===== src/efc_pkg.sv =====
`timescale 1ns / 1ps
// ----------------------------------------------------------------------------
// efc_pkg
// Shared types and constants of the elevator floor controller.
// ----------------------------------------------------------------------------
package efc_pkg;

  localparam int ORDER_KINDS = 3;
  localparam int PENDING_W   = 12;
  localparam int FLOOR_W     = 2;
  localparam int TIMER_W     = 8;

  localparam logic [TIMER_W-1:0] TIMER_MAX   = 8'hFF;
  localparam logic [TIMER_W-1:0] TICKS_RESET = 8'd3;

  // order kinds within one floor row
  localparam logic [1:0] KIND_UP    = 2'd0;
  localparam logic [1:0] KIND_DOWN  = 2'd1;
  localparam logic [1:0] KIND_CABIN = 2'd2;

  // input beat kinds
  localparam logic CMD_STEP  = 1'b0;
  localparam logic CMD_WRITE = 1'b1;

  typedef enum logic [1:0] {
    MODE_IDLE  = 2'd0,
    MODE_RUN   = 2'd1,
    MODE_DOOR  = 2'd2,
    MODE_EMERG = 2'd3
  } mode_t;

  typedef enum logic [1:0] {
    MOTOR_STOP = 2'd0,
    MOTOR_UP   = 2'd1,
    MOTOR_DOWN = 2'd2
  } motor_t;

  typedef enum logic [3:0] {
    CS_READY,
    CS_APPLY,
    CS_INIT,
    CS_WALK,
    CS_DECIDE,
    CS_INIT2,
    CS_WALK2,
    CS_FIN2,
    CS_LOAD
  } ctrl_state_t;

  typedef struct packed {
    logic       command;
    logic       at_floor;
    logic [1:0] sensor_floor;
    logic       stop_pressed;
    logic       obstructed;
    logic       time_tick;
    logic [1:0] order_floor;
    logic [1:0] order_button;
    logic       order_value;
  } efc_in_t;

  typedef struct packed {
    logic [1:0]           fsm_state;
    logic [1:0]           motor_drive;
    logic                 door_lamp;
    logic                 stop_lamp;
    logic [FLOOR_W-1:0]   floor_indicator;
    logic                 travel_up;
    logic                 target_valid;
    logic [FLOOR_W-1:0]   target_floor;
    logic [PENDING_W-1:0] pending_orders;
  } efc_out_t;

  // controller -> datapath
  typedef struct packed {
    logic latch;
    logic apply;
    logic scan_init;
    logic scan_step;
    logic decide;
    logic finish;
    logic load;
  } efc_cmd_t;

  // datapath -> controller
  typedef struct packed {
    logic scan_done;
    logic rescan;
  } efc_stat_t;

endpackage


===== src/efc_ctrl.sv =====
`timescale 1ns / 1ps
// ----------------------------------------------------------------------------
// efc_ctrl
// Sequencer: accepts a beat, steps the datapath through apply, scan, decide,
// an optional second scan, and loads the result register.
// ----------------------------------------------------------------------------
module efc_ctrl
  import efc_pkg::*;
(
  input  logic      clk,
  input  logic      rst_n,
  input  logic      in_valid,
  output logic      in_stall,
  output logic      out_valid,
  input  logic      out_stall,
  input  efc_stat_t stat,
  output efc_cmd_t  cmd
);

  ctrl_state_t state_r, state_nxt;
  logic        out_valid_r, out_valid_nxt;
  logic        out_free;

  assign out_free  = !out_valid_r || !out_stall;
  assign in_stall  = (state_r != CS_READY);
  assign out_valid = out_valid_r;

  always_ff @(posedge clk) begin
    if (!rst_n) begin
      state_r     <= CS_READY;
      out_valid_r <= 1'b0;
    end else begin
      state_r     <= state_nxt;
      out_valid_r <= out_valid_nxt;
    end
  end

  always_comb begin
    state_nxt = state_r;
    cmd       = '0;
    unique case (state_r)
      CS_READY: begin
        if (in_valid) begin
          cmd.latch = 1'b1;
          state_nxt = CS_APPLY;
        end
      end
      CS_APPLY: begin
        cmd.apply = 1'b1;
        state_nxt = CS_INIT;
      end
      CS_INIT: begin
        cmd.scan_init = 1'b1;
        state_nxt     = CS_WALK;
      end
      CS_WALK: begin
        cmd.scan_step = 1'b1;
        if (stat.scan_done) state_nxt = CS_DECIDE;
      end
      CS_DECIDE: begin
        cmd.decide = 1'b1;
        state_nxt  = stat.rescan ? CS_INIT2 : CS_LOAD;
      end
      CS_INIT2: begin
        cmd.scan_init = 1'b1;
        state_nxt     = CS_WALK2;
      end
      CS_WALK2: begin
        cmd.scan_step = 1'b1;
        if (stat.scan_done) state_nxt = CS_FIN2;
      end
      CS_FIN2: begin
        cmd.finish = 1'b1;
        state_nxt  = CS_LOAD;
      end
      CS_LOAD: begin
        if (out_free) begin
          cmd.load  = 1'b1;
          state_nxt = CS_READY;
        end
      end
      default: state_nxt = CS_READY;
    endcase
  end

  always_comb begin
    if (cmd.load) begin
      out_valid_nxt = 1'b1;
    end else begin
      out_valid_nxt = out_valid_r && out_stall;
    end
  end

endmodule


===== src/efc_datapath.sv =====
`timescale 1ns / 1ps
// ----------------------------------------------------------------------------
// efc_datapath
// Order table, car state, door timer, the position walker of the
// collective scan and the result register.
// ----------------------------------------------------------------------------
module efc_datapath
  import efc_pkg::*;
#(
  parameter int FLOORS = 4
) (
  input  logic                 clk,
  input  logic                 rst_n,
  input  efc_cmd_t             cmd,
  output efc_stat_t            stat,
  input  efc_in_t              in_data,
  input  logic                 cfg_wr_en,
  input  logic [TIMER_W-1:0]   cfg_wr_data,
  output efc_out_t             out_data
);

  localparam int TW  = ORDER_KINDS * FLOORS;
  localparam int IW  = $clog2(TW);
  localparam int FLW = $clog2(FLOORS);
  localparam int PW  = $clog2(2 * FLOORS);
  localparam int OW  = (TW < PENDING_W) ? TW : PENDING_W;
  localparam logic [PW-1:0] POS_LAST  = PW'(2 * FLOORS - 1);
  localparam logic [PW-1:0] POS_UPPER = PW'(FLOORS);

  // car state
  mode_t              mode_r, mode_nxt;
  logic [FLW-1:0]     lf_r, lf_nxt;
  logic               heading_r, heading_nxt;
  motor_t             motor_r, motor_nxt;
  logic               door_lamp_r, door_lamp_nxt;
  logic               stop_lamp_r, stop_lamp_nxt;
  logic [TW-1:0]      orders_r, orders_nxt;
  logic [TIMER_W-1:0] timer_r, timer_nxt;
  logic [TIMER_W-1:0] ticks_r, ticks_nxt;

  // beat and scan
  efc_in_t            item_r, item_nxt;
  logic [PW-1:0]      pos_r, pos_nxt;
  logic [PW-1:0]      cnt_r, cnt_nxt;
  logic               found_r, found_nxt;
  logic               short_r, short_nxt;
  logic               end_r, end_nxt;
  logic [FLW-1:0]     sfl_r, sfl_nxt;
  logic               tgt_valid_r, tgt_valid_nxt;
  logic [FLW-1:0]     tgt_floor_r, tgt_floor_nxt;
  efc_out_t           out_r, out_nxt;

  logic [IW-1:0]      lf_base;
  logic [IW-1:0]      walk_base;
  logic [IW-1:0]      wr_idx;
  logic [ORDER_KINDS-1:0] lf_row, walk_row;
  logic               walk_up;
  logic [FLW-1:0]     walk_fl;
  logic               walk_hit;
  logic [PW-1:0]      start_pos;
  logic               shortcut;
  logic               at;
  logic [FLW-1:0]     sf_fl;
  logic               at_next;
  logic               timeout;
  logic               heading_c;
  logic               wr_ok;
  logic               stop, obst;

  // pos counts 0..2n-1: first half walks up, second half walks down
  assign walk_up   = (pos_r < POS_UPPER);
  assign walk_fl   = walk_up ? FLW'(pos_r) : FLW'(POS_LAST - pos_r);
  assign walk_base = IW'(walk_fl) * IW'(ORDER_KINDS);
  assign walk_row  = orders_r[walk_base +: ORDER_KINDS];
  assign walk_hit  = walk_row[KIND_CABIN] | (walk_up ? walk_row[KIND_UP] : walk_row[KIND_DOWN]);

  assign lf_base   = IW'(lf_r) * IW'(ORDER_KINDS);
  assign lf_row    = orders_r[lf_base +: ORDER_KINDS];
  assign shortcut  = ((mode_r == MODE_IDLE) || (mode_r == MODE_DOOR)) && (lf_row != '0);

  always_comb begin
    if (heading_r) begin
      start_pos = PW'(lf_r) + PW'(1);
    end else if (lf_r == '0) begin
      start_pos = '0;
    end else begin
      start_pos = POS_LAST - PW'(lf_r) + PW'(1);
    end
  end

  assign wr_ok   = (int'(item_r.order_floor) < FLOORS) && (item_r.order_button <= KIND_CABIN);
  assign wr_idx  = IW'(item_r.order_floor) * IW'(ORDER_KINDS) + IW'(item_r.order_button);

  assign at      = item_r.at_floor && (int'(item_r.sensor_floor) < FLOORS);
  assign sf_fl   = FLW'(item_r.sensor_floor);
  assign at_next = at && found_r && (sfl_r == sf_fl);
  assign timeout = (timer_r >= ticks_r);
  assign stop    = item_r.stop_pressed;
  assign obst    = item_r.obstructed;
  assign heading_c = (found_r && !short_r) ? !(sfl_r < lf_r) : heading_r;

  assign stat.scan_done = found_r || end_r;
  assign stat.rescan    = (item_r.command == CMD_STEP) && (mode_r == MODE_DOOR) &&
                          !stop && !timeout;

  always_comb begin
    mode_nxt      = mode_r;
    lf_nxt        = lf_r;
    heading_nxt   = heading_r;
    motor_nxt     = motor_r;
    door_lamp_nxt = door_lamp_r;
    stop_lamp_nxt = stop_lamp_r;
    orders_nxt    = orders_r;
    timer_nxt     = timer_r;
    ticks_nxt     = ticks_r;
    item_nxt      = item_r;
    pos_nxt       = pos_r;
    cnt_nxt       = cnt_r;
    found_nxt     = found_r;
    short_nxt     = short_r;
    end_nxt       = end_r;
    sfl_nxt       = sfl_r;
    tgt_valid_nxt = tgt_valid_r;
    tgt_floor_nxt = tgt_floor_r;
    out_nxt       = out_r;

    if (cfg_wr_en) ticks_nxt = cfg_wr_data;

    if (cmd.latch) item_nxt = in_data;

    if (cmd.apply) begin
      if (item_r.command == CMD_WRITE) begin
        if (wr_ok) orders_nxt[wr_idx] = item_r.order_value;
      end else if (item_r.time_tick && (timer_r != TIMER_MAX)) begin
        timer_nxt = timer_r + TIMER_W'(1);
      end
    end

    if (cmd.scan_init) begin
      end_nxt = 1'b0;
      if (shortcut) begin
        found_nxt = 1'b1;
        short_nxt = 1'b1;
        sfl_nxt   = lf_r;
      end else begin
        found_nxt = 1'b0;
        short_nxt = 1'b0;
        pos_nxt   = start_pos;
        cnt_nxt   = '0;
      end
    end

    if (cmd.scan_step && !(found_r || end_r)) begin
      if (walk_hit) begin
        found_nxt = 1'b1;
        sfl_nxt   = walk_fl;
      end else if (cnt_r == POS_LAST) begin
        end_nxt = 1'b1;
      end else begin
        cnt_nxt = cnt_r + PW'(1);
        pos_nxt = (pos_r == POS_LAST) ? '0 : pos_r + PW'(1);
      end
    end

    if (cmd.decide) begin
      tgt_valid_nxt = found_r;
      tgt_floor_nxt = found_r ? sfl_r : '0;
      if (item_r.command == CMD_STEP) begin
        heading_nxt = heading_c;
        if (at) lf_nxt = sf_fl;
        unique case (mode_r)
          MODE_RUN, MODE_IDLE: begin
            if (stop) begin
              mode_nxt      = MODE_EMERG;
              motor_nxt     = MOTOR_STOP;
              stop_lamp_nxt = 1'b1;
              if (at) door_lamp_nxt = 1'b1;
            end else if (at_next) begin
              mode_nxt      = MODE_DOOR;
              motor_nxt     = MOTOR_STOP;
              door_lamp_nxt = 1'b1;
              timer_nxt     = '0;
            end else if ((mode_r == MODE_RUN) ? !(at && !found_r) : found_r) begin
              mode_nxt  = MODE_RUN;
              motor_nxt = heading_c ? MOTOR_UP : MOTOR_DOWN;
            end else begin
              // idle: a running car stops, an idle one stays as it is
              if (mode_r == MODE_RUN) motor_nxt = MOTOR_STOP;
              mode_nxt = MODE_IDLE;
            end
          end
          MODE_DOOR: begin
            if (stop) begin
              mode_nxt      = MODE_EMERG;
              motor_nxt     = MOTOR_STOP;
              stop_lamp_nxt = 1'b1;
              if (at) door_lamp_nxt = 1'b1;
            end else if (timeout) begin
              door_lamp_nxt = 1'b0;
              if (found_r) begin
                mode_nxt  = MODE_RUN;
                motor_nxt = heading_c ? MOTOR_UP : MOTOR_DOWN;
              end else begin
                mode_nxt = MODE_IDLE;
              end
            end else if (obst) begin
              timer_nxt = '0;
            end
          end
          MODE_EMERG: begin
            if (!stop) begin
              mode_nxt      = MODE_IDLE;
              stop_lamp_nxt = 1'b0;
              door_lamp_nxt = 1'b0;
            end
          end
          default: mode_nxt = mode_r;
        endcase
      end
    end

    // second scan of a door-open step: serve the current floor or set heading
    if (cmd.finish && found_r) begin
      if (short_r) begin
        orders_nxt[lf_base +: ORDER_KINDS] = '0;
        timer_nxt                          = '0;
      end else begin
        heading_nxt = !(sfl_r < lf_r);
      end
    end

    if (cmd.load) begin
      out_nxt.fsm_state       = mode_r;
      out_nxt.motor_drive     = motor_r;
      out_nxt.door_lamp       = door_lamp_r;
      out_nxt.stop_lamp       = stop_lamp_r;
      out_nxt.floor_indicator = FLOOR_W'(lf_r);
      out_nxt.travel_up       = heading_r;
      out_nxt.target_valid    = tgt_valid_r;
      out_nxt.target_floor    = FLOOR_W'(tgt_floor_r);
      out_nxt.pending_orders  = PENDING_W'(orders_r[OW-1:0]);
    end
  end

  always_ff @(posedge clk) begin
    if (!rst_n) begin
      mode_r      <= MODE_IDLE;
      lf_r        <= '0;
      heading_r   <= 1'b0;
      motor_r     <= MOTOR_STOP;
      door_lamp_r <= 1'b0;
      stop_lamp_r <= 1'b0;
      orders_r    <= '0;
      timer_r     <= '0;
      ticks_r     <= TICKS_RESET;
    end else begin
      mode_r      <= mode_nxt;
      lf_r        <= lf_nxt;
      heading_r   <= heading_nxt;
      motor_r     <= motor_nxt;
      door_lamp_r <= door_lamp_nxt;
      stop_lamp_r <= stop_lamp_nxt;
      orders_r    <= orders_nxt;
      timer_r     <= timer_nxt;
      ticks_r     <= ticks_nxt;
    end
  end

  always_ff @(posedge clk) begin
    item_r      <= item_nxt;
    pos_r       <= pos_nxt;
    cnt_r       <= cnt_nxt;
    found_r     <= found_nxt;
    short_r     <= short_nxt;
    end_r       <= end_nxt;
    sfl_r       <= sfl_nxt;
    tgt_valid_r <= tgt_valid_nxt;
    tgt_floor_r <= tgt_floor_nxt;
    out_r       <= out_nxt;
  end

  assign out_data = out_r;

endmodule


===== src/elevator_floor_controller_core.sv =====
`timescale 1ns / 1ps
// ----------------------------------------------------------------------------
// elevator_floor_controller_core
// Elevator controller with a collective up-then-down scan over FLOORS floors.
// ----------------------------------------------------------------------------
// One beat is handled at a time. After acceptance the beat is applied (order
// write or timer tick), then the next stop is found by walking up to 2*FLOORS
// scan positions one per cycle, then the state update runs and the result
// register loads. in_stall drops in the same cycle that out_valid rises, so no
// new beat is accepted before the last one is through.
// A step that keeps the door open walks the scan a second time. The walker is
// the pacing unit. A result waiting in the output register does not block
// acceptance of the next beat; only the final load waits for it to leave.
module elevator_floor_controller_core
  import efc_pkg::*;
#(
  parameter int FLOORS = 4
) (
  input  logic               clk,
  input  logic               rst_n,
  input  logic               in_valid,
  output logic               in_stall,
  input  efc_in_t            in_data,
  output logic               out_valid,
  input  logic               out_stall,
  output efc_out_t           out_data,
  input  logic               cfg_wr_en,
  input  logic [TIMER_W-1:0] cfg_wr_data
);

  efc_cmd_t  cmd;
  efc_stat_t stat;

  efc_ctrl u_ctrl (
    .clk       (clk),
    .rst_n     (rst_n),
    .in_valid  (in_valid),
    .in_stall  (in_stall),
    .out_valid (out_valid),
    .out_stall (out_stall),
    .stat      (stat),
    .cmd       (cmd)
  );

  efc_datapath #(
    .FLOORS (FLOORS)
  ) u_dp (
    .clk         (clk),
    .rst_n       (rst_n),
    .cmd         (cmd),
    .stat        (stat),
    .in_data     (in_data),
    .cfg_wr_en   (cfg_wr_en),
    .cfg_wr_data (cfg_wr_data),
    .out_data    (out_data)
  );

endmodule


===== config.mk =====
export PLATFORM = sky130hd
export DESIGN_NAME = elevator_floor_controller_core
export DESIGN_NICKNAME = d
export VERILOG_FILES = /design/src/efc_pkg.sv /design/src/efc_ctrl.sv /design/src/efc_datapath.sv /design/src/elevator_floor_controller_core.sv
export SDC_FILE = /design/constraint.sdc
export NUM_CORES = 1
export LEC_CHECK = 0
export ABC_AREA = 0
export BUFFER_PORTS_ARGS = -buffer_cell sky130_fd_sc_hd__buf_2
export CORE_MARGIN = 2
export CORE_UTILIZATION = 50
export CTS_BUF_LIST = sky130_fd_sc_hd__clkbuf_4
export CTS_CLUSTER_SIZE = 40
export DETAILED_ROUTE_END_ITERATION = 6
export PLACE_DENSITY = 0.73
export REMOVE_ABC_BUFFERS = 1
export SLEW_MARGIN = 15
export SYNTH_ARGS = -nofsm -noshare
export SYNTH_HDL_FRONTEND = slang
export SYNTH_SLANG_ARGS = --single-unit

===== constraint.sdc =====
create_clock -name clk -period 2.35 [get_ports clk]
set_input_delay 0.1175 -clock clk [delete_from_list [all_inputs] [get_ports clk]]
set_output_delay 0.1175 -clock clk [all_outputs]
set_load 0.01 [all_outputs]

Yosys cells after proc, flatten, opt, wreduce, memory -nomap -nowiden:

Index checks and enable logic that the tools add are counted.

* bits of input ports: 25
* flip-flop bits (word level): 92
* output and inout port bits: 26
* word-level logic and storage cells: 224

* shifts and indexed selects: 4
* reductions and logical operators: 41
* add/subtract/negate cells: 9
* eq/ne operators: 25
* multiplexer cells: 97
* bitwise gates (word level): 2
* multiply operators: 3
* magnitude comparators: 6

Operator list (number)
* $mux W8: 12
* $mux W12: 5
* $mux W3: 13
* $mux W2: 18
* $pmux W4 S9: 1
* $mux W1: 35
* $bwmux W12: 2
* $shiftx A12 B5 Y3: 2
* $mux W4: 5
* $eq A4 B3 Y1 const B: 4
* $pmux W8 S2: 1
* $logic_and A1 B1 Y1: 13
* $mul A2 B2 Y4 const B: 3
* $reduce_and A4 Y1: 3
* $shift A3 B6 Y12 const A: 1
* $shiftx A3 B6 Y12 const A: 1
* $add A3 B1 Y3 const B: 3
* $logic_not A1 Y1: 9
* $ne A3 B1 Y1 const B: 3
* $add A8 B1 Y8 const B: 1
* $eq A4 B2 Y1 const B: 2
* $ge A8 B8 Y1: 1
* $ne A2 B2 Y1 const B: 4
* $ne A8 B8 Y1 const B: 1
* 36 further kinds: 44

Longest topological paths before layout:

* word-level depth: 13
* depth in mapped cells: 8
* mapped depth without buffers: 8

By module:

From an unflattened synthesis, not the netlist that was laid out.

* cell total of the unflattened synthesis: 428
* area total of the unflattened synthesis: 4465.5 µm²

Modules (own cells, without submodules)
* efc_datapath: area each 4111.4 µm², cells each 382, instances 1, seq. area each 2142.1 µm²
* efc_ctrl: area each 354.1 µm², cells each 46, instances 1, seq. area each 100.1 µm²

Worst setup path after synthesis:

No wires, ideal clock.

* path kind: register -> register
* start: reg u_ctrl.state_r[1]
* end: reg u_dp.out_r, in the netlist u_dp.out_data[0] (enable)
* data required time: 1937 ps
* data arrival time: 2130 ps
* stages on the path, launching flop included: 5
* buffers on the path: 1
* slack: -193 ps
* path through: dfxtp_1 clkbuf_1 nor3_1 nand2_1 a21oi_1

RTL lines
* start: declaration: RTL line efc_ctrl.sv:20 `ctrl_state_t state_r, state_nxt;`
* start signal: assignment: RTL line efc_ctrl.sv:33 `state_r <= state_nxt;`
* end signal: assignment: RTL line efc_datapath.sv:279 `out_r <= out_nxt;`
* end: declaration: RTL line efc_datapath.sv:51 `efc_out_t out_r, out_nxt;`

Worst setup path after layout:

* start: reg u_dp.item_r[4] (netlist name)
* end: reg u_dp.orders_r[10]

* longest elaborated chain between the ends: 13
* elaborated cells on any way between the ends: 14
* those cells by class: add/sub (1); mul (1); order compare (2); mux (9); reduce/logical (1)

RTL lines
* start: declaration: RTL line efc_datapath.sv:42 `efc_in_t item_r, item_nxt;`
* start signal: assignment: RTL line efc_datapath.sv:270 `item_r <= item_nxt;`
* $mul A2 B2 Y4 *: RTL line efc_datapath.sv:92 `assign wr_idx = IW'(item_r.order_floor) * IW'(ORDER_KINDS) + IW'(item_r.order_button);`
* $add A4 B2 Y4 *: RTL line efc_datapath.sv:92
* $lt A4 B5 Y1 (not written as such) or $ge A4 B1 Y1 (tied branches): RTL line efc_datapath.sv:133 `if (wr_ok) orders_nxt[wr_idx] = item_r.order_value;`
* $logic_and A1 B1 Y1 (not written as such): RTL line efc_datapath.sv:133
* $mux W1 (not written as such): RTL line efc_datapath.sv:133
* $demux W1 S4 *
* $bwmux W12 *: RTL line efc_datapath.sv:133
* $mux W12 *: RTL line efc_datapath.sv:133
* $mux W12 *: RTL line efc_datapath.sv:132 `if (item_r.command == CMD_WRITE) begin`
* $mux W12 *: RTL line efc_datapath.sv:131 `if (cmd.apply) begin`
* $bwmux W12: RTL line efc_datapath.sv:225 `orders_nxt[lf_base +: ORDER_KINDS] = '0;`
* $mux W12: RTL line efc_datapath.sv:224 `if (short_r) begin`
* $mux W12 *: RTL line efc_datapath.sv:223 `if (cmd.finish && found_r) begin`
* end signal: assignment: RTL line efc_datapath.sv:263 `orders_r <= orders_nxt;`
* end: declaration: RTL line efc_datapath.sv:37 `logic [TW-1:0] orders_r, orders_nxt;`

Mark *: on every way between the ends. The rest lies on a longest branch, timed or not.
A chain may end at the register's enable or synchronous reset.

==> flow_summary_export.csv <==
group,metric,value,unit
finish,fill_cells,667,
finish,final_util,0.631,
drt,antenna_left,0,
clock_network,cts_tree,"yes",
die,die_h,97.2,µm
synthesis,async_flop_share,0,
sta,period_needed,2390,ps
synthesis,syn_avg_cell_area,10.4,µm²
grt,grt_max_degree,18,
place,numPlacedInstances,576,
drt,wl_per_cell,14.8,µm
clock_network,cts.sinks,92,
hold_path,hold_class,"in -> reg",
sta,rsz0062_at_grt,"yes",
synthesis,synth_cells,417,
synthesis,syn_area,4340,µm²
setup_path,path_max_fanout,6,
pwr,irDropWorstVdd,378,µV
pwr,p_comb_frac,0.286,
clock_network,cts-root-buf,"clkbuf_4",
die,rows,33,
drt,first_pass_iters,4,
grt,grt_remaining_overflow,0,
hold_path,hold_start,"rst_n",
synthesis,synthTopCellsByArea,"edfxtp_1, dfxtp_1, mux2i_1",
place,gp_congestion,0.868,
setup_path,cp-end-kind,"flop",
drt,vias,3368,
finish,finalNonFillerCells,619,
die,die_x,97.2,µm
setup_path,critical_path_class,"reg -> reg",
setup_path,required,2640,ps
sta,fin_crit_sh,1.02,
grt,grt_busiest_layer,"met2",
clock_network,cts_max_path_buffers,2,
die,io_pins,51,
setup_path,arrival,2680,ps
grt,grt_antenna_before_repair,0,
drt,routed_via_density,5.44,
place,io_buffers,50,
synthesis,yosys.area.top_type,"edfxtp_1",
pwr,p_leak,0.00203,µW
synthesis,yosysWarnings,0,
pwr,intPower,2760,µW
drt,drtIter0Drc,215,
synthesis,synth_cell_types,58,
finish,final_common_cell,"dfxtp_1",
drt,drc,0,
synthesis,yosysTopAreaCellShare,0.277,
clock_network,numCtsBuffers,9,
grt,use_met1,0.263,
synthesis,ys_ff_latch,92,
sta,slew_headroom,0.617,
die,dieArea,9440,µm²
sta,hold_viol,0,
setup_path,timing.rr.start,"u_dp.item_r[4]",
synthesis,synth_top_flop_cell,"dfxtp_1",
hold_path,whs_endpoint,"u_dp.ticks_r[1]",
finish,drive_gt1_frac,0.222,
grt,grt_pass1_wl,15.0,mm
pwr,seqPwrFrac,0.501,
sta,worst_pin_slew,568,ps
outcome,status,"finished, violations left",
setup_path,rr_worst_depth,7,
pwr,switching_power,1320,µW
outcome,violations,"negative setup slack",
sta,setup_tns,-36.5,ps
hold_path,min_path_cells,2,
finish,nets,556,
pwr,fin_total_pwr,4080,µW
sta,slew_violations,0,
grt,grt_pass1_vias,3195,
clock_network,htree_levels,3,
clock_network,clk_latency,430,ps
die,start_util,0.523,
finish,n_antenna_cell,0,
grt,grtUsageMet3,0.0324,
setup_path,timing.rr.end,"u_dp.orders_r[10]",
sta,setup_violations,1,
grt,grtUsageTotal,0.194,
finish,most-common-layout-cells,"dfxtp_1, buf_2, nor2_1, edfxtp_1, nand2_1",
place,dp_hpwl,6.70,mm
finish,area_growth,20.8,%
setup_path,reg2reg_slack,-40,ps
clock_network,cts.reportedPaths.clkPinSlew,140,ps
grt,use_met2,0.316,
sta,skew,19.3,ps
drt,drt_wl_total,9.18,mm
sta,setup_ws,-36.5,ps
synthesis,synth-edff-count,40,
die,coreArea,8300,µm²
synthesis,seq_area_frac_synth,0.517,
sta,max_freq,0.419,GHz
pwr,switching_share,0.324,
setup_path,startpoint_type,"flop",
pwr,p_per_area,778,nW/µm²
flow_run,max_cap_viol_count,0,
pwr,clkPwrFrac,0.213,
[area by class of cell]
class                      count  area [µm²]  area share
sequential                    92        2240       0.428
multi-input combinational    284        1970       0.376
timing repair buffer          97         662       0.126
tap                          105         131      0.0251
inverter                      25        93.8      0.0179
clock buffer                  12        90.1      0.0172
clock inverter                 4        50.0     0.00955
[metrics by stage]
stage,hold WS (ps),setup slack [ps],instance area (µm²)
global placement,295,42.2,4800
floorplan,179,-90.0,4270
finish,28.2,-36.5,5240
CTS,14.7,-14.7,5200
detailed placement,296,-39.2,4800
global route,28.1,-116,5240
[synthesized netlist by cell type, types with 2 or more instances]
cell / n
ha_1: 20
clkbuf_1: 12
fa_1: 2
xor2_1: 7
xnor2_1: 6
o21ai_0: 19
nand3_1: 6
o211ai_1: 2
or2_2: 2
nand4_1: 4
nand3b_1: 2
buf_2: 2
and3_1: 2
nand4b_1: 2
dfxtp_1: 52
inv_1: 24
a21oi_1: 28
or3_1: 4
nor4_1: 4
a311oi_1: 2
nor4b_1: 3
a31oi_1: 2
o311ai_0: 2
nor2_1: 45
nor2b_1: 4
or4_1: 2
and2_1: 3
a21o_1: 2
mux2_2: 6
mux2i_1: 27
nand2_1: 36
nor3_1: 6
edfxtp_1: 40
o22ai_1: 2
nand2b_1: 10
o21a_1: 3
[state kept, by name (all words and copies together) (netlist names), 2 cells and up]
name	cells
u_dp.orders_r	12
u_dp.pos_r	3
u_dp.timer_r	8
u_dp.cnt_r	3
u_dp.tgt_floor_r	2
u_dp.lf_r	2
u_ctrl.state_r	4
u_dp.motor_r	2
u_dp.sfl_r	2
u_dp.sf_fl	2
u_dp.out_data	24
u_dp.mode_r	2
u_dp.item_r	7
u_dp.ticks_r	8
[what timing repair did]
item,CTS,global route
buffers inserted,2,3
resized for setup,7,6
endpoints found under the setup margin,3,12
pin swaps,8,3
hold endpoints to repair,21,0
hold buffers,22,0
[routing by layer]
metal / share of wire / wire length, µm
met5: 0 / 0
met4: 0.019 / 170
met3: 0.045 / 409
met2: 0.48 / 4420
met1: 0.46 / 4180
[cells by family (layout without fill, tap and decap cells)]
logic type | after synthesis | count (layout) | share of synthesized area
and+or+nand+nor | 140 | 140 | 0.161
DFF | 92 | 92 | 0.517
AOI/OAI and AO/OA | 75 | 75 | 0.110
buffers and inverters | 41 | 138 | 0.0378
muxes | 34 | 34 | 0.0813
adders and majority gates | 22 | 22 | 0.0669
xor gates and xnor gates | 13 | 13 | 0.0262
[how the worst max path moves through the flow]
stage	from	endpoint	slack, ps	depth (start not counted)
detailed placement	u_dp.item_r[2]	u_dp.orders_r[0]	-40	8
floorplan	u_ctrl.state_r[0]	u_dp.out_data[0]	-90	3
CTS	u_dp.item_r[4]	u_dp.orders_r[10]	-10	8
finish	u_dp.item_r[4]	u_dp.orders_r[10]	-40	7
global placement	u_dp.item_r[2]	u_dp.orders_r[0]	40	8
global route	u_dp.item_r[4]	u_dp.orders_r[10]	-120	8
[worst max-delay path, cell delays in order, from the launching register on]
cell	delay, ps
edfxtp_1	440
fa_1	560
ha_2	180
fa_2	440
nand3b_1	210
buf_6	160
o21ai_1	170
a21oi_1	100
[power groups by stage]
stage / Sequential (µW) / Clock (µW) / Combinational [µW]
global placement: 2070 / 0 / 992
CTS: 2030 / 880 / 1120
global route: 2060 / 952 / 1280
floorplan: 2040 / 0 / 697
detailed placement: 2070 / 0 / 1040
finish: 2040 / 868 / 1170
No activity file was read; power rests on OpenSTA's default activity.
